--- src/design/polygon_point_inside_test_unit_defines.svh ---
// Assertion macros shared by the polygon point test design.
// Each macro expects signals named clk and rst_n in the enclosing module.
`ifndef POLYGON_POINT_INSIDE_TEST_UNIT_DEFINES_SVH
`define POLYGON_POINT_INSIDE_TEST_UNIT_DEFINES_SVH

// Condition must hold at every clock edge outside reset.
`define PPIT_ASSERT_HOLD(name, cond, msg) \
  name: assert property (@(posedge clk) disable iff (!rst_n) (cond)) \
    else $error(msg);

// Consequent must hold in the same cycle as the antecedent.
`define PPIT_ASSERT_IMPL(name, ante, cons, msg) \
  name: assert property (@(posedge clk) disable iff (!rst_n) (ante) |-> (cons)) \
    else $error(msg);

// Consequent must hold in the cycle after the antecedent.
`define PPIT_ASSERT_NEXT(name, ante, cons, msg) \
  name: assert property (@(posedge clk) disable iff (!rst_n) (ante) |=> (cons)) \
    else $error(msg);

`endif

--- src/design/ppit_pkg.sv ---
`timescale 1ns / 1ps
package ppit_pkg;

  localparam int MAX_VERTICES = 32;
  localparam int ADDR_W       = $clog2(MAX_VERTICES);
  localparam int CNT_W        = $clog2(MAX_VERTICES + 1);
  localparam int COORD_W      = 16;
  localparam int VCOUNT_W     = 6;
  localparam int COUNT_OUT_W  = 6;

  localparam logic [VCOUNT_W-1:0] VCOUNT_RESET = 6'd3;

  // Far end of the test segment is x = 10000.0 in Q6.10; the segment rises by 10 LSB.
  localparam int FAR_X_LSB  = 10240000;
  localparam int RAY_DY_LSB = 10;

  localparam logic REQ_LOAD  = 1'b0;
  localparam logic REQ_QUERY = 1'b1;

  typedef struct packed {
    logic                      req_type;
    logic [4:0]                vertex_index;
    logic signed [COORD_W-1:0] coord_x;
    logic signed [COORD_W-1:0] coord_y;
  } in_item_t;

  typedef struct packed {
    logic                   inside_res;
    logic [COUNT_OUT_W-1:0] crossing_count;
  } out_item_t;

  typedef struct packed {
    logic signed [COORD_W-1:0] x;
    logic signed [COORD_W-1:0] y;
  } vertex_t;

  // Travels with each vertex read out of the store.
  typedef struct packed {
    logic valid;
    logic first;
    logic last;
  } edge_tag_t;

  // One edge decision from the crossing pipeline.
  typedef struct packed {
    logic valid;
    logic last;
    logic hit;
  } cross_res_t;

  typedef enum logic [1:0] {
    ST_IDLE,
    ST_RUN,
    ST_DONE
  } state_t;

endpackage

--- src/design/ppit_ram.sv ---
`timescale 1ns / 1ps
module ppit_ram #(
  parameter int WIDTH = 32,
  parameter int DEPTH = 32
) (
  input  logic                     clk,
  input  logic                     we,
  input  logic [$clog2(DEPTH)-1:0] addr,
  input  logic [WIDTH-1:0]         wdata,
  output logic [WIDTH-1:0]         rdata
);

  logic [WIDTH-1:0] mem [DEPTH];
  logic [WIDTH-1:0] rdata_r;

  always_ff @(posedge clk) begin
    if (we) begin
      mem[addr] <= wdata;
    end
    rdata_r <= mem[addr];
  end

  assign rdata = rdata_r;

endmodule

--- src/design/ppit_cross.sv ---
`timescale 1ns / 1ps
module ppit_cross import ppit_pkg::*; (
  input  logic                      clk,
  input  logic                      rst_n,
  input  logic signed [COORD_W-1:0] pt_x,
  input  logic signed [COORD_W-1:0] pt_y,
  input  vertex_t                   vtx,
  input  edge_tag_t                 tag,
  output cross_res_t                res
);

  // Coordinate differences, far-x distance, per-vertex and per-edge sums.
  localparam int DW = COORD_W + 1;
  localparam int WW = $clog2(FAR_X_LSB + 2 ** (COORD_W - 1)) + 1;
  localparam int SW = WW + DW + 1;
  localparam int PW = 2 * DW;

  // Two-bit code of a three-valued sign: {negative, zero}.
  function automatic logic [1:0] sign_code(input logic signed [SW-1:0] v);
    sign_code = {v < 0, v == 0};
  endfunction

  vertex_t               prev_r;
  logic signed [WW-1:0]  w;
  logic signed [DW-1:0]  dx, dy, a1, b1, a2, b2;
  logic signed [SW-1:0]  ms, tdx, ms_r, tdx_r;
  logic signed [PW-1:0]  m1, m2, m1_r, m2_r;
  logic signed [SW-1:0]  s_cur, c_ext, s2_s_r, s2_c_r, s_u_r, d;
  edge_tag_t             s1_r, s2_r;
  cross_res_t            res_r;
  logic                  hit;

  // Stage 1: the side of the test segment a vertex lies on is
  // W*dy - 10*dx, and the edge orientation of the query point is a cross
  // product of the previous vertex and this one.
  always_comb begin
    w   = WW'(FAR_X_LSB) - WW'(pt_x);
    dx  = DW'(vtx.x) - DW'(pt_x);
    dy  = DW'(vtx.y) - DW'(pt_y);
    ms  = SW'(w) * SW'(dy);
    tdx = SW'(dx) * SW'(RAY_DY_LSB);
    a1  = DW'(prev_r.x) - DW'(pt_x);
    b1  = DW'(vtx.y) - DW'(prev_r.y);
    a2  = DW'(prev_r.y) - DW'(pt_y);
    b2  = DW'(vtx.x) - DW'(prev_r.x);
    m1  = PW'(a1) * PW'(b1);
    m2  = PW'(a2) * PW'(b2);
  end

  // Stage 2 and stage 3. The far-point orientation of the edge equals the
  // query-point orientation plus the difference of the two vertex sides.
  always_comb begin
    s_cur = ms_r - tdx_r;
    c_ext = SW'(m1_r) - SW'(m2_r);
    d     = s2_c_r + s_u_r - s2_s_r;
    hit   = !s2_r.first
            && (sign_code(s_u_r) != sign_code(s2_s_r))
            && (sign_code(s2_c_r) != sign_code(d));
  end

  always_ff @(posedge clk) begin
    if (!rst_n) begin
      s1_r  <= '0;
      s2_r  <= '0;
      res_r <= '0;
    end else begin
      s1_r  <= tag;
      s2_r  <= s1_r;
      res_r <= '{valid: s2_r.valid, last: s2_r.last, hit: s2_r.valid && hit};
    end
  end

  always_ff @(posedge clk) begin
    if (tag.valid) begin
      prev_r <= vtx;
      ms_r   <= ms;
      tdx_r  <= tdx;
      m1_r   <= m1;
      m2_r   <= m2;
    end
    if (s1_r.valid) begin
      s2_s_r <= s_cur;
      s2_c_r <= c_ext;
    end
    if (s2_r.valid) begin
      s_u_r <= s2_s_r;
    end
  end

  assign res = res_r;

endmodule

--- src/design/polygon_point_inside_test_unit.sv ---
`timescale 1ns / 1ps
// Point-in-polygon unit by crossing number.
// Input channel (in_valid, in_stall, in_data): an item either loads one vertex
// into its slot or asks whether a point lies inside the closed polygon formed
// by the first vertex_count slots. Output channel (out_valid, out_stall,
// out_data): one item per query with the parity and the number of edges that
// the test segment from the point to x = 10000.0 crossed. Loads give no item.
// Configuration: cfg_wr_en writes cfg_wr_data into vertex_count; write it only
// while the unit is idle.
// A load is written into its slot as it is accepted and leaves the unit idle.
// A query over n vertices reads n + 1 slots from the vertex memory, one per
// cycle (the first slot again to close the polygon), so the single memory port
// sets the rate; the result passes the registered memory read and the three
// stage crossing pipeline, and no item is taken until the unit is idle again.
// A query with vertex_count of zero goes straight to the done state.
// A finished result waits in the output register while out_stall is high; a
// load or a new query is still taken then, and a second result waits in the
// unit until the first one is gone. Reset sets vertex_count to 3 and empties
// the unit; the vertex slots keep no reset value and must be loaded first.
`include "polygon_point_inside_test_unit_defines.svh"
module polygon_point_inside_test_unit import ppit_pkg::*; (
  input  logic                clk,
  input  logic                rst_n,
  input  logic                in_valid,
  output logic                in_stall,
  input  in_item_t            in_data,
  output logic                out_valid,
  input  logic                out_stall,
  output out_item_t           out_data,
  input  logic                cfg_wr_en,
  input  logic [VCOUNT_W-1:0] cfg_wr_data
);

  state_t                    state_r, state_nxt;
  logic [VCOUNT_W-1:0]       vcount_r;
  logic [CNT_W-1:0]          n_eff, n_r, k_r, cnt_r, cnt_nxt;
  logic                      iss_done_r;
  logic signed [COORD_W-1:0] pt_x_r, pt_y_r;
  edge_tag_t                 tag_r;
  logic                      out_valid_r, out_valid_nxt;
  out_item_t                 out_data_r;

  logic                      in_acc, is_query, idx_ok, issue, out_free;
  logic                      ram_we;
  logic [ADDR_W-1:0]         ram_addr, rd_addr;
  vertex_t                   ram_wdata, ram_rdata;
  cross_res_t                xo;

  assign in_stall = (state_r != ST_IDLE);
  assign in_acc   = in_valid && !in_stall;
  assign is_query = (in_data.req_type == REQ_QUERY);
  assign out_free = !out_valid_r || !out_stall;

  // Counts above the table depth are saturated; loads past it are dropped.
  always_comb begin
    if (32'(vcount_r) > 32'(MAX_VERTICES)) begin
      n_eff = CNT_W'(MAX_VERTICES);
    end else begin
      n_eff = CNT_W'(vcount_r);
    end
    idx_ok = (32'(in_data.vertex_index) < 32'(MAX_VERTICES));
  end

  // The read walk goes 0 .. n-1 and then back to slot 0 for the closing edge.
  assign issue     = (state_r == ST_RUN) && !iss_done_r;
  assign rd_addr   = (k_r == n_r) ? '0 : k_r[ADDR_W-1:0];
  assign ram_we    = in_acc && !is_query && idx_ok;
  assign ram_addr  = ram_we ? ADDR_W'(in_data.vertex_index) : rd_addr;
  assign ram_wdata = '{x: in_data.coord_x, y: in_data.coord_y};

  ppit_ram #(
    .WIDTH ($bits(vertex_t)),
    .DEPTH (MAX_VERTICES)
  ) u_vertex_ram (
    .clk   (clk),
    .we    (ram_we),
    .addr  (ram_addr),
    .wdata (ram_wdata),
    .rdata (ram_rdata)
  );

  ppit_cross u_cross (
    .clk   (clk),
    .rst_n (rst_n),
    .pt_x  (pt_x_r),
    .pt_y  (pt_y_r),
    .vtx   (ram_rdata),
    .tag   (tag_r),
    .res   (xo)
  );

  // Sequencer: a query runs until the last edge leaves the pipeline, then the
  // count waits until the output register can take it.
  always_comb begin
    state_nxt     = state_r;
    cnt_nxt       = cnt_r;
    out_valid_nxt = out_valid_r && out_stall;
    unique case (state_r)
      ST_IDLE: begin
        if (in_acc && is_query) begin
          cnt_nxt   = '0;
          state_nxt = (n_eff == '0) ? ST_DONE : ST_RUN;
        end
      end
      ST_RUN: begin
        if (xo.valid && xo.hit) begin
          cnt_nxt = cnt_r + CNT_W'(1);
        end
        if (xo.valid && xo.last) begin
          state_nxt = ST_DONE;
        end
      end
      ST_DONE: begin
        if (out_free) begin
          out_valid_nxt = 1'b1;
          state_nxt     = ST_IDLE;
        end
      end
      default: begin
        state_nxt = ST_IDLE;
      end
    endcase
  end

  always_ff @(posedge clk) begin
    if (!rst_n) begin
      state_r <= ST_IDLE;
    end else begin
      state_r <= state_nxt;
    end
  end

  always_ff @(posedge clk) begin
    if (!rst_n) begin
      vcount_r    <= VCOUNT_RESET;
      out_valid_r <= 1'b0;
      iss_done_r  <= 1'b1;
      k_r         <= '0;
      tag_r       <= '0;
    end else begin
      if (cfg_wr_en) begin
        vcount_r <= cfg_wr_data;
      end
      out_valid_r <= out_valid_nxt;
      tag_r       <= '{valid: issue, first: (k_r == '0), last: (k_r == n_r)};
      if (in_acc && is_query) begin
        k_r        <= '0;
        iss_done_r <= 1'b0;
      end else if (issue) begin
        if (k_r == n_r) begin
          iss_done_r <= 1'b1;
        end else begin
          k_r <= k_r + CNT_W'(1);
        end
      end
    end
  end

  always_ff @(posedge clk) begin
    cnt_r <= cnt_nxt;
    if (in_acc && is_query) begin
      n_r    <= n_eff;
      pt_x_r <= in_data.coord_x;
      pt_y_r <= in_data.coord_y;
    end
    if (state_r == ST_DONE && out_free) begin
      out_data_r <= '{inside_res: cnt_r[0], crossing_count: COUNT_OUT_W'(cnt_r)};
    end
  end

  assign out_valid = out_valid_r;
  assign out_data  = out_data_r;

  `PPIT_ASSERT_NEXT(a_query_starts_walk, in_acc && is_query && n_eff != '0, state_r == ST_RUN, "query with vertices did not start the walk")
  `PPIT_ASSERT_IMPL(a_count_bounded, state_r == ST_RUN, cnt_r <= n_r, "crossing count exceeds edge count")
  `PPIT_ASSERT_IMPL(a_edge_only_in_run, xo.valid, state_r == ST_RUN, "edge decision outside a query")
  `PPIT_ASSERT_NEXT(a_done_loads_output, state_r == ST_DONE && out_free, out_valid && state_r == ST_IDLE, "finished query not handed to the output")

endmodule

--- config.mk ---
export PLATFORM = sky130hd
export DESIGN_NAME = polygon_point_inside_test_unit
export DESIGN_NICKNAME = d
export VERILOG_FILES = /design/src/design/ppit_pkg.sv /design/src/design/ppit_ram.sv /design/src/design/ppit_cross.sv /design/src/design/polygon_point_inside_test_unit.sv
export VERILOG_INCLUDE_DIRS = /design/src /design/src/design
export SDC_FILE = /design/constraint.sdc
export NUM_CORES = 2
export LEC_CHECK = 0
export ABC_CLOCK_PERIOD_IN_PS = 8700
export BUFFER_PORTS_ARGS = -buffer_cell sky130_fd_sc_hd__buf_2
export CORE_MARGIN = 8
export CORE_UTILIZATION = 45
export DETAILED_ROUTE_END_ITERATION = 10
export PLACE_DENSITY = 0.63
export SLEW_MARGIN = 10
export SYNTH_ARGS = -nofsm -noshare
export SYNTH_HDL_FRONTEND = slang
export SYNTH_SLANG_ARGS = --single-unit
--- constraint.sdc ---
create_clock -name clk -period 8.7 [get_ports clk]
set_clock_uncertainty 0.05 [all_clocks]
set_input_delay 0.87 -clock clk [delete_from_list [all_inputs] [get_ports clk]]
set_output_delay 0.87 -clock clk [all_outputs]
set_load 0.01 [all_outputs]
; Yosys cells after proc, flatten, opt, wreduce, memory -nomap -nowiden
; Memory sizes are Yosys's and may differ from the RTL's. A register that Yosys moved wholly into a read port is not among the register bits.
; Cells that the tools add are included.
[totals]
register_bits = 393
input_bits = 49
out_inout_bits = 9
word_cells = 118
n_memories = 1
ramBits = 1024
[classes]
mul = 4
mux = 18
eq_ne = 9
n_addsub = 13
n_reduce_logical = 34
magnitude_cmp = 5
bitwise_logic = 2
[memory_table]
columns = name, depth, word_bits, read_ports, rd_ports_with_merged_regs, write_ports, line
row1 = u_vertex_ram.mem, 32, 32, 1, 1, 1, ppit_ram.sv:13  ; logic [WIDTH-1:0] mem [DEPTH];
[op_table]
columns = cell, count
row1 = logical NOT 43 bit, 4
row2 = "less-than comparator 43 x 1 -> 1 bit, second input constant", 4
row3 = subtractor 16 x 16 -> 17 bit, 6
row4 = subtractor 43 bit, 2
row5 = multiplier 17 x 17 -> 34 bit, 2
row6 = adder 43 bit, 1
row7 = multiplier 25 x 17 -> 42 bit, 1
row8 = subtractor 34 x 34 -> 35 bit, 1
row9 = "subtractor 25 x 16 -> 25 bit, first input constant", 1
row10 = "multiplier 17 x 4 -> 21 bit, second input constant", 1
row11 = 2-to-1 mux 6 bit, 3
row12 = "adder 6 x 1 -> 6 bit, second input constant", 2
row13 = logical NOT 6 bit, 2
row14 = case mux 6 bit (2 select lines), 1
row15 = logical AND 1 bit, 11
row16 = 2-to-1 mux 5 bit, 2
row17 = 2-to-1 mux 2 bit, 4
row18 = nonzero test 2 bit, 4
row19 = 2-to-1 mux 1 bit, 7
row20 = equality test 6 bit, 1
row21 = "> comparator 6 bit, second input constant", 1
row22 = logical NOT 1 bit, 6
row23 = case mux 2 bit (3 select lines), 1
row24 = AND reduction 3 bit, 2
row25 = 10 further kinds, 15

; Logic depth before layout (Yosys ltp)
[depth]
depth_word = 6
depth_mapped = 41
ltp_nobuf = 40

; Modules after synthesis
; From an unflattened synthesis, not the netlist that was laid out.
[unflattened]
cells_unflattened = 8358
hier_area_um2 = 98052.8
[modules_own_cells]
columns = module, instances, seq_area_each_um2, area_per_inst_um2, cells_each
row1 = ppit_cross, 1, 8708.4, 55620.8, 6056
row2 = ppit_ram, 1, 31390.1, 39741.9, 2107
row3 = polygon_point_inside_test_unit, 1, 1881.8, 2690.1, 195

; Worst setup path after synthesis
; No wires, ideal clock.
[synth_timing]
path_kind = register -> register
startpoint = register pt_y_r[1]
endpoint = register u_cross.ms_r[40], data pin
n_path_buf = 2
path_stages_with_launch = 40
required_ns = 8.390
slack_ns = -0.589
setup_time_ns = 0.260
t_arrival_ns = 8.978
synth_period_minus_slack_ns = 9.289
path_cell_list = edfxtp_1 > inv_1 > ha_1 > nor2b_1 > o21ai_0 > nand2b_1 > a21o_1 > a21o_1 > a21o_1 > a41o_1 > o41ai_2 > o2111ai_1 > a21o_1 > xor2_1 > inv_2 > buf_2 > nor2_1 > fa_1 > (+4 left out) > fa_1 > fa_1 > inv_1 > fa_1 > inv_1 > ha_1 > clkbuf_1 > nand3_1 > or3_1 > a2111oi_0 > o311a_1 > and2_1 > o31a_1 > o31a_1 > and4_4 > a2111oi_4 > o2bb2ai_1 > xnor2_1
[synth_between]
elab_chain_cells = 2
[synth_lines]
columns = element, line
row1 = from (decl), polygon_point_inside_test_unit.sv:38  ; logic signed [COORD_W-1:0] pt_x_r, pt_y_r;
row2 = from (signal assigned), polygon_point_inside_test_unit.sv:164  ; pt_y_r <= in_data.coord_y;
row3 = subtractor 16 x 16 -> 17 bit, ppit_cross.sv:39  ; dy = DW'(vtx.y) - DW'(pt_y);
row4 = multiplier 25 x 17 -> 42 bit, ppit_cross.sv:40  ; ms = SW'(w) * SW'(dy);
row5 = net u_cross.ms[40], ppit_cross.sv:26  ; logic signed [SW-1:0] ms, tdx, ms_r, tdx_r;
row6 = to (signal assigned), ppit_cross.sv:76  ; ms_r <= ms;
row7 = to (decl), ppit_cross.sv:26
; The timed path passes the listed nets, and every way through them passes these cells.
; A chain may end at the register's enable or synchronous reset.

; Final worst setup path
; Ends and elaborated chain as after synthesis.

==> flow_summary.toml <==
[flow_run]
drv_cap = 0

[logic_synthesis]
synth_edf_count = 1358
synth_top_area_cell = "edfxtp_1"
syn_area_um2 = 97100
synth.top_cell.area_share_pct = 42.0
ys_ff_latch = 1418
netlist-cell-type-count = 94
ys.warnings.count = 0
synthCells = 7939
ys.flop_type = "edfxtp_1"
synthArstFlopShare_pct = 0
ys_top_cells_by_area = "edfxtp_1, fa_1, ha_1, mux4_2, inv_1"
syn_avg_cell_area_um2 = 12.2
seq_area_frac_synth_pct = 43.2
synth_fp_nets = 9484

[timing]
layout_worst_path_cycle_share_pct = 102
setup_tns_ns = -0.276
drv_slew = 0
hold_viol = 0
finalSetupViolCount = 4
min_period_ns = 8.83
tightestPinTransition_ns = 1.21
fmax_mhz = 113
setup_ws_ns = -0.133
slew-limit-headroom_pct = 18.6
rsz0062_at_grt = "yes"

[cts]
root_buffer = "clkbuf_16"
holdBufCountCts = 0
clock_sinks = 1418
insertion_delay_ns = 0.84
cts_buffers = 149
htreeDepth = 4
cts.clk_slew.worst_paths_ns = 0.06
cts_tree = "built"
max-clock-path-buffers = 3

[status]
status = "finished, violations left"
violations = "setup timing"

[worst_setup_path]
path_class = "flip-flop to flip-flop"
worstPathArrival_ns = 9.34
slowest_delay_ns = 0.51
cp_data_required_time_ns = 9.20
crit_path_start_kind = "flip-flop"
crit_slowest_cell = "fa_1"
critical_path.top_delay_family = "adder cells"
crit_buf_inv = 6
path_common_cell = "fa_1"
cp_max_fo = 8
end_kind = "flip-flop"

[layout]
area_growth_pct = 14.4
stdcell_count = 11400
drive_gt1_share_pct = 15.9
seqCellArea_um2 = 42000
final_nets = 10000
finalCoreUtilization_pct = 51.8
multi_input_area_um2 = 50600
nFillCells = 18200

[global_route]
grt_max_degree = 124
grt_pass1_wl_um = 410000
gr-total-overflow = 0
first_global_vias = 65500
grt_usage_pct = 23.5
antenna_found_initial = 21

[floorplan]
die_y_um = 481
fp.coreArea_um2 = 215000
start_util_pct = 45.3
core.rowCount = 170
io_pins = 58
dieWidth_um = 481
dieArea_um2 = 231000

[route]
wl_per_cell_um = 24.0
drtIter0Drc = 5408
avgViaCountPerCell = 5.56
drc = 0
ant_nets = 0
wirelength_um = 274000
dr.pass1.iters = 6
vias = 63600

[placement]
dp_cells = 11100
io_buffers = 57
gp_congestion = 0.960
dpl.hpwl_um = 199000

[min_path]
hp-class = "input pin to flip-flop"
sequential cells by signal, summed over array words and instances, names as in the netlist, 34 cells and up:
register,flops
u_cross.ms_r,42
u_cross.s2_c_r,35
u_cross.m2_r,34
u_cross.s_u_r,43
u_cross.s2_s_r,43
u_vertex_ram.mem,1024
u_cross.m1_r,34
placed cells by master (no fill, tap or decap), drive strengths merged, types with 193 or more instances in the layout:
| master | n |
|---|---|
| xnor2 | 250 |
| a21oi | 221 |
| buf | 596 |
| edfxtp | 1358 |
| nor2 | 635 |
| inv | 1369 |
| ha | 556 |
| nand2 | 657 |
| fa | 940 |
| mux4 | 236 |
| clkbuf | 193 |
tightest hold or removal path: cells and delay by family:
kind | cells | cell delay [ns]
buffers and inverters | 1 | 0.08
multiplexers | 1 | 0.06
AND/OR/NAND/NOR | 1 | 0.06
through the flow:
stage	hold slack [ns]	cell area (um^2)	setup slack (ns)
after global routing	0.224	111000	-0.447
after detailed placement	0.368	105000	-0.463
after global placement	0.365	105000	-0.417
after floorplan	0.350	97200	0.00204
after CTS	0.192	110000	-0.123
final	0.262	111000	-0.133
metal layers:
| layer | track usage, % | routed length, um |
|---|---|---|
| met1 | 31.5 | 113000 |
| met2 | 38.9 | 131000 |
| met3 | 3.97 | 20600 |
| met4 | 7.94 | 10400 |
| met5 | 0 | 41 |
worst paths after layout:
check                       start  cells past startpoint  slack (ns)                to
setup / recovery        pt_y_r[1]                     37       -0.13  u_cross.ms_r[40]
hold / removal     cfg_wr_data[1]                      3        0.26       vcount_r[1]
setup reg to reg        pt_y_r[1]                     37       -0.13  u_cross.ms_r[40]
hold reg to reg   u_cross.s2_r[0]                      1        0.38    u_cross.res[1]
cell usage after synthesis, types with 39 or more instances:
cell,count
o21bai_1,48
xor2_1,92
a22oi_1,119
edfxtp_1,1358
a21o_1,123
clkbuf_1,159
dfxtp_1,60
o21ai_0,141
and3_1,45
nor2b_1,94
nand2b_1,69
and2_1,65
nand2_1,657
o21a_1,51
nor3_1,81
a21oi_1,219
ha_1,556
buf_2,39
fa_1,940
inv_1,1362
xnor2_1,250
nor2_1,635
nand4_1,73
mux4_2,236
nand3_1,91
what timing repair did:
| action | CTS | global route |
|---|---|---|
| resized for setup | 58 | 194 |
| pin swaps | 33 | 94 |
| setup endpoints to repair | 19 | 34 |
| setup buffers | 16 | 35 |
| cloned | 0 | 1 |
cell type report:
| class | instances | area share, % |
|---|---|---|
| diodes | 12 | 0.0270 |
| clock buffers | 193 | 3.59 |
| clock inverters | 81 | 0.948 |
| inverters | 1369 | 4.63 |
| multi-input cells | 4930 | 45.6 |
| flip-flops and latches | 1418 | 37.8 |
| well taps | 2838 | 3.20 |
| repair buffers | 596 | 4.26 |
logic make-up after synthesis:
family / after synthesis / synth area share, %
muxes: 253 / 5.65
AOI/OAI and AO/OA: 916 / 6.37
and+or+nand+nor: 1923 / 8.93
buffers and inverters: 1591 / 6.21
xor gates and xnor gates: 342 / 3.08
adders and majority gates: 1496 / 26.5
DFF: 1418 / 43.2
Power is left out: the tool's default activity adds up to more than one toggle a clock period on the data nets, which glitch-free logic cannot reach.
